**config.mk**
```make
export PLATFORM = sky130hd
export DESIGN_NAME = nfa_symbol_stream_matcher
export DESIGN_NICKNAME = d
export VERILOG_FILES = /design/src/design/nssm_pkg.sv /design/src/design/nfa_symbol_stream_matcher.sv
export SDC_FILE = /design/constraint.sdc
export NUM_CORES = 1
export LEC_CHECK = 0
export BUFFER_PORTS_ARGS = -buffer_cell sky130_fd_sc_hd__buf_2
export CAP_MARGIN = 20
export CORE_AREA = 4 4 369 371
export DETAILED_ROUTE_END_ITERATION = 6
export DIE_AREA = 0 0 373 375
export PLACE_DENSITY = 0.54
export SLEW_MARGIN = 20
export SYNTH_ARGS = -nofsm -noshare
export SYNTH_HDL_FRONTEND = slang
export SYNTH_SLANG_ARGS = --single-unit
```
**constraint.sdc**
```tcl
create_clock -name clk -period 3.3 [get_ports clk]
set_input_delay 0.66 -clock clk [delete_from_list [all_inputs] [get_ports clk]]
set_output_delay 0.66 -clock clk [all_outputs]
set_load 0.05 [all_outputs]
```
**src/design/nssm_pkg.sv**
```systemverilog
`default_nettype none
package nssm_pkg;

	localparam int KIND_BITS  = 2;
	localparam int STATE_BITS = 4;
	localparam int SYM_BITS   = 8;
	localparam int MASK_BITS  = 16;
	localparam int CFG_IDX_BITS  = 2;
	localparam int CFG_DATA_BITS = 16;

	typedef logic [KIND_BITS-1:0]    kind_t;
	typedef logic [STATE_BITS-1:0]   state_idx_t;
	typedef logic [CFG_IDX_BITS-1:0] cfg_idx_t;

	localparam kind_t KIND_ADD    = 2'd0;
	localparam kind_t KIND_BEGIN  = 2'd1;
	localparam kind_t KIND_SYMBOL = 2'd2;
	localparam kind_t KIND_END    = 2'd3;

	localparam cfg_idx_t CFG_START_STATE = 2'd0;
	localparam cfg_idx_t CFG_ACCEPT_MASK = 2'd1;

endpackage
`default_nettype wire

```
**src/design/nfa_symbol_stream_matcher.sv**
```systemverilog
// Add, begin and end words leave busy low; done rises in the cycle after an end word.
// A symbol word raises busy while the store is scanned one entry
// per cycle through its single registered read port, then the new set is committed.
// A symbol word with an empty store clears the active set and leaves busy low.
// The receiver cannot stall: each result shows on done for exactly one cycle.
// arst_n clears control, counters, the active set, flags and registers; the store is not cleared.
`default_nettype none
module nfa_symbol_stream_matcher import nssm_pkg::*; #(
	parameter int NUM_STATES      = 16,
	parameter int MAX_TRANSITIONS = 64,
	parameter int SYMBOL_BITS     = 8
) (
	input  wire logic                     clk,
	input  wire logic                     arst_n,
	input  wire logic                     start,
	output logic                          busy,
	input  wire logic [KIND_BITS-1:0]     kind,
	input  wire logic [STATE_BITS-1:0]    from_state,
	input  wire logic [SYM_BITS-1:0]      symbol,
	input  wire logic [STATE_BITS-1:0]    to_state,
	input  wire logic                     cfg_valid,
	output logic                          cfg_ready,
	input  wire logic [CFG_IDX_BITS-1:0]  cfg_index,
	input  wire logic [CFG_DATA_BITS-1:0] cfg_data,
	output logic                          done,
	output logic                          accepted,
	output logic                          transitions_dropped
);

	localparam int SB = (SYMBOL_BITS < SYM_BITS) ? SYMBOL_BITS : SYM_BITS;
	localparam int CW = $clog2(MAX_TRANSITIONS + 1);
	localparam int IW = (MAX_TRANSITIONS > 1) ? $clog2(MAX_TRANSITIONS) : 1;
	localparam int EW = 2 * STATE_BITS + SB;
	localparam int AW = (NUM_STATES < MASK_BITS) ? NUM_STATES : MASK_BITS;

	localparam logic [1:0] ST_IDLE  = 2'd0;
	localparam logic [1:0] ST_SCAN  = 2'd1;
	localparam logic [1:0] ST_DRAIN = 2'd2;

	typedef logic [NUM_STATES-1:0] set_t;

	function automatic set_t state_bit(input logic [STATE_BITS-1:0] s);
		set_t b;
		for (int k = 0; k < NUM_STATES; k++) begin
			b[k] = (int'(s) == k);
		end
		return b;
	endfunction

	logic [EW-1:0]          mem [MAX_TRANSITIONS];
	logic [EW-1:0]          rd_data_s1;
	logic                   rd_vld_s1;
	logic [1:0]             state_q;
	logic [CW-1:0]          count_q;
	logic [IW-1:0]          idx_q;
	logic [SB-1:0]          sym_q;
	set_t                   active_q;
	set_t                   next_q;
	logic                   drop_q;
	logic [STATE_BITS-1:0]  start_state_q;
	logic [MASK_BITS-1:0]   accept_mask_q;
	logic                   done_q;
	logic                   accepted_q;

	logic                   take;
	logic                   wr_en;
	logic [CW-1:0]          last_cnt;
	logic [IW-1:0]          last_idx;
	logic [STATE_BITS-1:0]  e_src;
	logic [SB-1:0]          e_sym;
	logic [STATE_BITS-1:0]  e_dst;
	set_t                   hit_vec;

	assign busy      = (state_q != ST_IDLE);
	assign cfg_ready = 1'b1;
	assign take      = start && !busy;
	assign wr_en     = take && (kind == KIND_ADD) && (count_q < CW'(MAX_TRANSITIONS));
	assign last_cnt  = count_q - CW'(1);
	assign last_idx  = last_cnt[IW-1:0];

	assign e_src = rd_data_s1[EW-1 -: STATE_BITS];
	assign e_sym = rd_data_s1[STATE_BITS +: SB];
	assign e_dst = rd_data_s1[STATE_BITS-1:0];

	always_comb begin
		hit_vec = '0;
		if (rd_vld_s1 && (e_sym == sym_q) && ((active_q & state_bit(e_src)) != '0)) begin
			hit_vec = state_bit(e_dst);
		end
	end

	always_ff @(posedge clk) begin
		if (wr_en) begin
			mem[count_q[IW-1:0]] <= {from_state, symbol[SB-1:0], to_state};
		end
		rd_data_s1 <= mem[idx_q];
	end

	always_ff @(posedge clk or negedge arst_n) begin
		if (!arst_n) begin
			state_q       <= ST_IDLE;
			count_q       <= '0;
			idx_q         <= '0;
			sym_q         <= '0;
			active_q      <= '0;
			next_q        <= '0;
			drop_q        <= 1'b0;
			start_state_q <= '0;
			accept_mask_q <= '0;
			done_q        <= 1'b0;
			accepted_q    <= 1'b0;
			rd_vld_s1     <= 1'b0;
		end else begin
			rd_vld_s1 <= (state_q == ST_SCAN);
			done_q    <= take && (kind == KIND_END);
			if (cfg_valid && cfg_ready) begin
				if (cfg_index == CFG_START_STATE) begin
					start_state_q <= cfg_data[STATE_BITS-1:0];
				end else if (cfg_index == CFG_ACCEPT_MASK) begin
					accept_mask_q <= cfg_data[MASK_BITS-1:0];
				end
			end
			unique case (state_q)
				ST_IDLE: begin
					if (take) begin
						unique case (kind)
							KIND_ADD: begin
								if (wr_en) begin
									count_q <= count_q + CW'(1);
								end else begin
									drop_q <= 1'b1;
								end
							end
							KIND_BEGIN: begin
								active_q <= state_bit(start_state_q);
							end
							KIND_SYMBOL: begin
								if (count_q == '0) begin
									active_q <= '0;
								end else begin
									sym_q   <= symbol[SB-1:0];
									next_q  <= '0;
									idx_q   <= '0;
									state_q <= ST_SCAN;
								end
							end
							KIND_END: begin
								accepted_q <= |(active_q[AW-1:0] & accept_mask_q[AW-1:0]);
							end
							default: ;
						endcase
					end
				end
				ST_SCAN: begin
					next_q <= next_q | hit_vec;
					idx_q  <= idx_q + IW'(1);
					if (idx_q == last_idx) begin
						state_q <= ST_DRAIN;
					end
				end
				ST_DRAIN: begin
					active_q <= next_q | hit_vec;
					state_q  <= ST_IDLE;
				end
				default: begin
					state_q <= ST_IDLE;
				end
			endcase
		end
	end

	assign done                = done_q;
	assign accepted            = accepted_q;
	assign transitions_dropped = drop_q;

endmodule
`default_nettype wire

```
# Word-level counts from Yosys, hierarchy flattened
# Memory sizes are Yosys's and may differ from the RTL's. A register that Yosys moved wholly into a read port is not among the register bits.
# Index checks and enable logic that the tools add are counted.
dict set report totals {
  reg_bits 79
  ramBits 1024
  input_bits 40
  output_inout_bits 5
  wordCells 130
  n_memories 1
}
# name words word_bits read_ports rd_clocked_by_memory_dff write_ports line_no
set mem_list {}
lappend mem_list {mem 64 16 1 1 1 nfa_symbol_stream_matcher.sv:50} ;# logic [EW-1:0] mem [MAX_TRANSITIONS];
dict set report classes {
  addsub 3
  magnitude_cmp 1
  n_eq_ne 59
  n_mux 20
  bitwise_logic 6
  reduce_logical 28
}
# op count
set ops {}
lappend ops {{equality test 4 bit, second input constant} 24}
lappend ops {{two-way mux 16 bit} 6}
lappend ops {{case mux 16 bit (2 select lines)} 3}
lappend ops {{equality test 4 x 3 -> 1 bit, second input constant} 12}
lappend ops {{bitwise AND 16 bit} 2}
lappend ops {{equality test 4 x 2 -> 1 bit, second input constant} 6}
lappend ops {{AND reduction 4 bit} 6}
lappend ops {{two-way mux 6 bit} 3}
lappend ops {{OR 16 bit} 1}
lappend ops {{nonzero test 16 bit} 1}
lappend ops {{OR reduction 16 bit} 1}
lappend ops {{equality test 4 x 1 -> 1 bit, second input constant} 3}
lappend ops {{logical NOT 4 bit} 3}
lappend ops {{case mux 6 bit (2 select lines)} 1}
lappend ops {{equality test 8 bit} 1}
lappend ops {{two-way mux 2 bit} 4}
lappend ops {{adder 7 x 1 -> 7 bit, second input constant} 1}
lappend ops {{logical NOT 7 bit} 1}
lappend ops {{less-than comparator 7 bit, second input constant} 1}
lappend ops {{adder 6 x 1 -> 6 bit, second input constant} 1}
lappend ops {{equality test 2 x 1 -> 1 bit, second input constant} 3}
lappend ops {{equality test 2 bit, second input constant} 3}
lappend ops {{equality test 6 bit} 1}
lappend ops {{logical AND 1 bit} 6}
lappend ops {{other kinds (13)} 23}

# Depth between registers and ports, before layout
# Gate-level depths: netlist (run 1).
dict set report logic_depth {
  word_depth 7
  ltp_mapped 11
}

# Worst setup path before layout (run 1)
# No wires, ideal clock.
dict set report synth_path {
  path_kind {reg-to-reg}
  start {reg state_q[0]}
  end {mem mem[62][0] (netlist bit), enable pin}
  setup_time_ns 0.389
  t_arrival_ns 2.568
  required_time_ns 2.911
  setup_slack_ns 0.344
  stages_incl_launch_ff 7
  n_path_buf 1
  synth_period_minus_slack_ns 2.956
  path_cell_list {dfrtp_1 > buf_2 > or2_2 > nor4b_4 > and2_2 > nand3_4 > nor2_1}
}
dict set report synth_between {
  elab_chain_len 7
}
# item line_no
set synth_lines {}
lappend synth_lines {{start: declaration} nfa_symbol_stream_matcher.sv:53} ;# logic [1:0] state_q;
lappend synth_lines {{start signal: assignment} nfa_symbol_stream_matcher.sv:101} ;# state_q <= ST_IDLE;
lappend synth_lines {{start signal: assignment} nfa_symbol_stream_matcher.sv:144} ;# state_q <= ST_SCAN;
lappend synth_lines {{start signal: assignment} nfa_symbol_stream_matcher.sv:158} ;# state_q <= ST_DRAIN;
lappend synth_lines {{nonzero test 2 bit} nfa_symbol_stream_matcher.sv:74} ;# assign busy = (state_q != ST_IDLE);
lappend synth_lines {{via busy} nfa_symbol_stream_matcher.sv:16} ;# output logic busy,
lappend synth_lines {{logical NOT 1 bit} nfa_symbol_stream_matcher.sv:76} ;# assign take = start && !busy;
lappend synth_lines {{logical AND 1 bit} nfa_symbol_stream_matcher.sv:76}
lappend synth_lines {{logical AND 1 bit (2 in series)} nfa_symbol_stream_matcher.sv:77} ;# assign wr_en = take && (kind == KIND_ADD) && (count_q < CW'(MAX_TRANSITIONS));
lappend synth_lines {{two-way mux 1 bit} nfa_symbol_stream_matcher.sv:93} ;# if (wr_en) begin
lappend synth_lines {{two-way mux 1 bit (implied by the code)} nfa_symbol_stream_matcher.sv:94} ;# mem[count_q[IW-1:0]] <= {from_state, symbol[SB-1:0], to_state};
lappend synth_lines {{end: declaration} nfa_symbol_stream_matcher.sv:50}
# The timed path passes the listed nets, and every way through them passes these cells.

==> reports/qor.csv, run 1 <==
metric;value;unit
status;complete, no violations;
# setup viols final;0;
first drt pass iteration count;5;
Final GP Congestion;0.814;
Post-CTS Setup Bufs;0;
CTS root buf;clkbuf_16;
Yosys top cell by area;edfxtp_1;
layout cell share with drive strength beyond 1;25.3;%
full die area;140000;um2
cells after synthesis;2212;
slowest CP cell;a2111oi_1;
hold buffer count at cts;0;
I/O pins;45;
placed instance count;4080;
measured slew at the worst slew-check pin;1.19;ns
number of max-cap violations;0;
core area;133000;um2
drt initial violations;2280;
DRC viols;0;
Die Y;375;um
Post-synth EDFFs;1024;
syn nets;2255;
Fmax achieved;307;MHz
Synth async-reset ratio;7.06;%
die width;373;um
clock slew at reported path FFs;0.06;ns
Tot Pwr;0.0404;W
Slew HR;20.4;%
CP arrival;3.84;ns
synth unique cells;66;
most area-consuming cells after synthesis;edfxtp_1 (71%), mux4_2 (10%), dfrtp_1 (4.5%);
DRT antenna net count;0;
Final #Nets;2468;
HPWL Detailed;70100;um
clock buffer depth;3;
post-synthesis sequential area ratio;75.8;%
routed vias/inst;5.20;
Area Growth Syn to Fin;16.9;%
Congestion Overflow GR;0;
endpoints failing hold;0;
Lkg Pwr;16.7;nW
Worst Hold Class;input pin to asynchronous set/reset pin;
post_cts resized;0;
fin cells;4296;
unrepaired setup endpoints after global routing;false;
CP endpoint kind;flop;
initial core utilization;32.8;%
drt wl/cell;26.2;um
Tot GR Track Use;15.8;%
post-synth top area share;70.5;%
syn_area_per_cell;19.7;um2
first-pass GRT wire length;163000;um
Worst Setup Start Kind;flop;
critical setup path kind;flop to flop;
most frequent cell after synthesis;edfxtp_1;
Primary FF master, synth;edfxtp_1;
fin crit period;3.26;ns
Sink Count;1119;
Cell Pwr Density;793;nW/um2
Synth Cell Area;43600;um2
Worst Path Max Fanout;22;
Syn. warnings;0;
placed cell area;47200;um2
largest net degree at the start of global routing;70;
final setup TNS;0;ns
CP peak stage delay;1.08;ns
CTS tree;yes;
I/O Buffers;43;
Final Max Slew Viols;0;
vias in the first global route;22740;
initial antenna violation count;11;
CP most frequent cell;buf_4;
Rows;134;
via count;22347;
design area;51000;um2
critical path cell sequence;buf_12, buf_4, mux4_2, a2111oi_1, buf_4, nor3_1;
total CTS buffers;111;
# H-tree levels;3;
Routed WL;113000;um
Post-synth top cells;edfxtp_1 (1024), mux4_2 (203), mux2i_1 (158);
number of synthesized register bits;1119;
crit share post-route;98.7;%
Req. time, crit path;3.88;ns
clk_skew;0.0387;ns
later-pin clock latency in the skew report;0.70;ns
Worst VDD drop;0.000475;V
[stage by stage]
| step | worst slack, ns | utilization, % | hold WS [ns] |
|---|---|---|---|
| detailed placement | 0.150 | 35.5 | 0.472 |
| global route | 0.0188 | 38.3 | 0.146 |
| global placement | -0.0911 | 35.5 | 0.474 |
| CTS | 0.121 | 38.3 | 0.0928 |
| finish | 0.0413 | 38.3 | 0.0914 |
| floorplan | 0.344 | - | 0.364 |
[cells in the final DEF, fill, tap and decap left out, drive strengths merged, types with 32 or more instances in the layout]
| cell type | instances |
|---|---|
| clkbuf | 138 |
| o21ai | 57 |
| clkinv | 53 |
| buf | 222 |
| a21oi | 43 |
| nor2 | 120 |
| edfxtp | 1024 |
| mux4 | 207 |
| dfrtp | 79 |
| o22ai | 36 |
| nand2 | 81 |
| a22oi | 32 |
| mux2i | 158 |
[power by group]
group / switching [W] / leakage, nW / internal [W] / total, W
clock: 0.00539 / 1.86 / 0.00760 / 0.0130
sequential: 0.000670 / 10.3 / 0.0160 / 0.0167
combinational: 0.00615 / 4.53 / 0.00460 / 0.0107
total: 0.0122 / 16.7 / 0.0282 / 0.0404
[sequential cells by signal, indices dropped and copies added (netlist names), 2 cells and up]
signal,count
idx_q,6
next_q,16
rd_data_s1,16
count_q,7
accept_mask_q,16
sym_q,8
state_q,2
mem,1024
start_state_q,4
active_q,16
[critical path, delay by kind of cell (launching register included)]
kind	cells	cell delay (ns)
AOI/OAI and AO/OA	1	1.08
and+or+nand+nor	1	0.05
buffers and inverters	3	0.87
muxes	1	0.61
DFF	1	0.50
[cell families after synthesis]
kind of cell               count (synthesis)  synth area share (%)
xor gates and xnor gates                  26                 0.522
muxes                                    385                  14.9
AOI/OAI and AO/OA                        254                  3.89
other                                      1               0.00860
and+or+nand+nor                          296                  3.20
DFF                                     1119                  75.8
buffers and inverters                    128                  1.61
adders and majority gates                  3                0.0861
[routing by layer]
layer | share of wire (%) | global-route usage (%) | vias up
met4 | 2.7 | 4.61 | 2
met5 | 0.011 | 0 | -
met3 | 6.7 | 3.30 | 163
met2 | 47 | 25.1 | 767
met1 | 43 | 22.1 | 11910
li1 | - | - | 9505
[layout make-up]
class	count	area, um2
fillers	11973	82000
flip-flops and latches	1119	33100
multi-input cells	965	9870
clock buffers	138	2980
well taps	1768	2210
repair buffers	222	2010
clock inverters	72	790
inverters	6	22.5
diodes	6	15.0
[final timing paths]
check,startpoint,to,slack (ns),depth (start not counted)
min in group clk,cfg_data[4],accept_mask_q[4],0.19,2
hold reg to reg,transitions_dropped,transitions_dropped,0.49,1
setup reg to reg,idx_q[0],rd_data_s1[12],0.04,6
hold / removal,arst_n,active_q[2],0.09,1
setup / recovery,idx_q[0],rd_data_s1[12],0.04,6
max in group asynchronous,arst_n,accept_mask_q[6],2.49,2
(Power assumes the default switching activity.)
==> run 2: changes to the inputs <==
--- a/config.mk
+++ b/config.mk
@@ -8,6 +8,7 @@
 export BUFFER_PORTS_ARGS = -buffer_cell sky130_fd_sc_hd__buf_2
 export CAP_MARGIN = 20
 export CORE_AREA = 4 4 369 371
+export CTS_BUF_LIST = sky130_fd_sc_hd__clkbuf_4
 export DETAILED_ROUTE_END_ITERATION = 6
 export DIE_AREA = 0 0 373 375
 export PLACE_DENSITY = 0.54
==> run 2 against run 1 <==
  * Register-to-register slack gained 0.12 ns
  * Routed wire length grew 2.0%
  * Core utilization is essentially flat
  * Fmax grew 3.7%
  * Design area is essentially flat
  * Hold slack gained 0.049 ns
  * Critical path depth is the same
  * Global-route usage grew 0.43 points
  * Critical path type unchanged
  * Clock power shrank 12%
  * Sequential share of layout area shrank 0.059 points
  * Sequential power is essentially flat
==> reports/qor.csv, run 2 (synthesis results as in run 1) <==
metric;value;unit;change
status;complete, no violations;;
clk_skew;0.140;ns;+0.102 ns
Hold Slack;0.141;ns;+0.0494 ns
Post-CTS Setup Bufs;0;;unchanged
CP endpoint kind;flop;;
DRC viols;0;;unchanged
origin of the worst setup path;idx_q[0];;
Final GP Congestion;0.814;;unchanged
routed vias/inst;5.12;;-1.5%
worst r2r src;idx_q[0];;
endpoints failing hold;0;;unchanged
unrepaired setup endpoints after global routing;false;;
final setup TNS;0;ns;unchanged
I/O pins;45;;unchanged
Final WS setup;0.159;ns;+0.117 ns
drt initial violations;2357;;+3.4%
pre-CTS setup slack;0.150;ns;unchanged
initial core utilization;32.8;%;unchanged
Final Max Slew Viols;0;;unchanged
initial antenna violation count;5;;-6
largest net degree at the start of global routing;70;;unchanged
CP arrival;4.21;ns;+0.37 ns
vias in the first global route;24608;;+8.2%
clock slew at reported path FFs;0.07;ns;about the same
fin crit period;3.14;ns;-0.117 ns
full die area;140000;um2;unchanged
critical path endpoint;rd_data_s1[12];;
FF-to-FF End;rd_data_s1[12];;
CTS tree;yes;;
Fmax achieved;318;MHz;+3.7%
most frequent cells in the layout;edfxtp_1 (1024), clkbuf_4 (425), mux4_2 (203), mux2i_1 (158), buf_4 (145);;
first-pass GRT wire length;168000;um;+3.0%
total CTS buffers;306;;+180%
I/O Buffers;43;;unchanged
R2R setup slack;0.16;ns;+0.12 ns
crit share post-route;95.2;%;-3.6 points
reg2reg path depth;6;;unchanged
max FFs per register;1024;;unchanged
Die Y;375;um;unchanged
Congestion Overflow GR;0;;unchanged
Worst Path Max Fanout;22;;unchanged
measured slew at the worst slew-check pin;1.10;ns;-0.0870 ns
critical setup path kind;flop to flop;;
# setup viols final;0;;unchanged
Worst VDD drop;0.000473;V;-0.51%
Rows;134;;unchanged
CTS root buf;clkbuf_4;;
via count;23601;;+5.6%
clock buffer depth;4;;+1
post_cts resized;0;;unchanged
hold buffer count at cts;32;;+32
Lkg Pwr;17.1;nW;+2.3%
drt wl/cell;24.9;um;-4.9%
# H-tree levels;5;;+2
Sink Count;1119;;unchanged
later-pin clock latency in the skew report;1.20;ns;+0.50 ns
commonest non-fill, non-tap cell in the layout;edfxtp_1;;
number of max-cap violations;0;;unchanged
Final #Nets;2696;;+9.2%
first drt pass iteration count;7;;+2
Worst Hold Class;input pin to flop;;
layout cell share with drive strength beyond 1;32.0;%;+6.6 points
HPWL Detailed;70100;um;unchanged
Routed WL;115000;um;+2.0%
Worst Setup Start Kind;flop;;
die width;373;um;unchanged
core area;133000;um2;unchanged
Area Growth Syn to Fin;17.0;%;about the same
Tot GR Track Use;16.3;%;+0.43 points
Cell Pwr Density;762;nW/um2;-3.8%
Req. time, crit path;4.37;ns;+0.49 ns
DRT antenna net count;0;;unchanged
Slew HR;26.2;%;+5.8 points
-- run 2: final cells by class --
| class | instances | area [um2] |
|---|---|---|
| flip-flops and latches | 1119 | 33100 |
| diodes | 8 | 20.0 |
| fillers | 12106 | 81900 |
| clock inverters | 62 | 293 |
| inverters | 6 | 22.5 |
| repair buffers | 255 | 2340 |
| well taps | 1768 | 2210 |
| clock buffers | 425 | 3190 |
| multi-input cells | 965 | 9870 |
-- run 2: how the worst min path moves through the flow --
stage,from,end,slack [ns],depth (start not counted)
2_1_floorplan,arst_n,accept_mask_q[0],0.36,0
3_3_place_gp,next_q[7],next_q[7],0.47,2
3_5_place_dp,transitions_dropped,transitions_dropped,0.47,1
4_1_cts,from_state[2],mem[20][14],0.02,1
5_1_grt,from_state[2],mem[1][14],0.06,1
6_report,from_state[2],mem[24][14],0.14,1
-- run 2: power by group --
group	internal, W	switching (W)	total (W)
Sequential	0.0160	0.000670	0.0167
Combinational	0.00462	0.00618	0.0108
Clock	0.00603	0.00540	0.0114
Total	0.0266	0.0123	0.0389
-- run 2: stage by stage --
step           total power [W]  cell area (um2)  util [%]  std cells
2_1_floorplan           0.0237            43600         -       2212
3_3_place_gp            0.0277            47200      35.5       4079
3_5_place_dp            0.0278            47200      35.5       4080
4_1_cts                 0.0394            51000      38.3       4599
5_1_grt                 0.0408            51000      38.4       4607
6_report                0.0389            51000      38.4       4608
-- run 2: worst max-delay path, cell delays in order, from the launching register on --
cell	delay, ns
dfrtp_4	0.50
buf_12	0.22
buf_4	0.40
mux4_2	0.61
a2111oi_1	1.02
buf_4	0.25
nor3_1	0.05
-- run 2: per-layer routing --
metal / GRT usage [%] / up-vias / share of wire [%]
met5: 0 / - / 0
met3: 3.23 / 158 / 6.3
li1: - / 10119 / -
met1: 22.4 / 12415 / 43
met4: 5.73 / 0 / 2.1
met2: 25.8 / 909 / 48
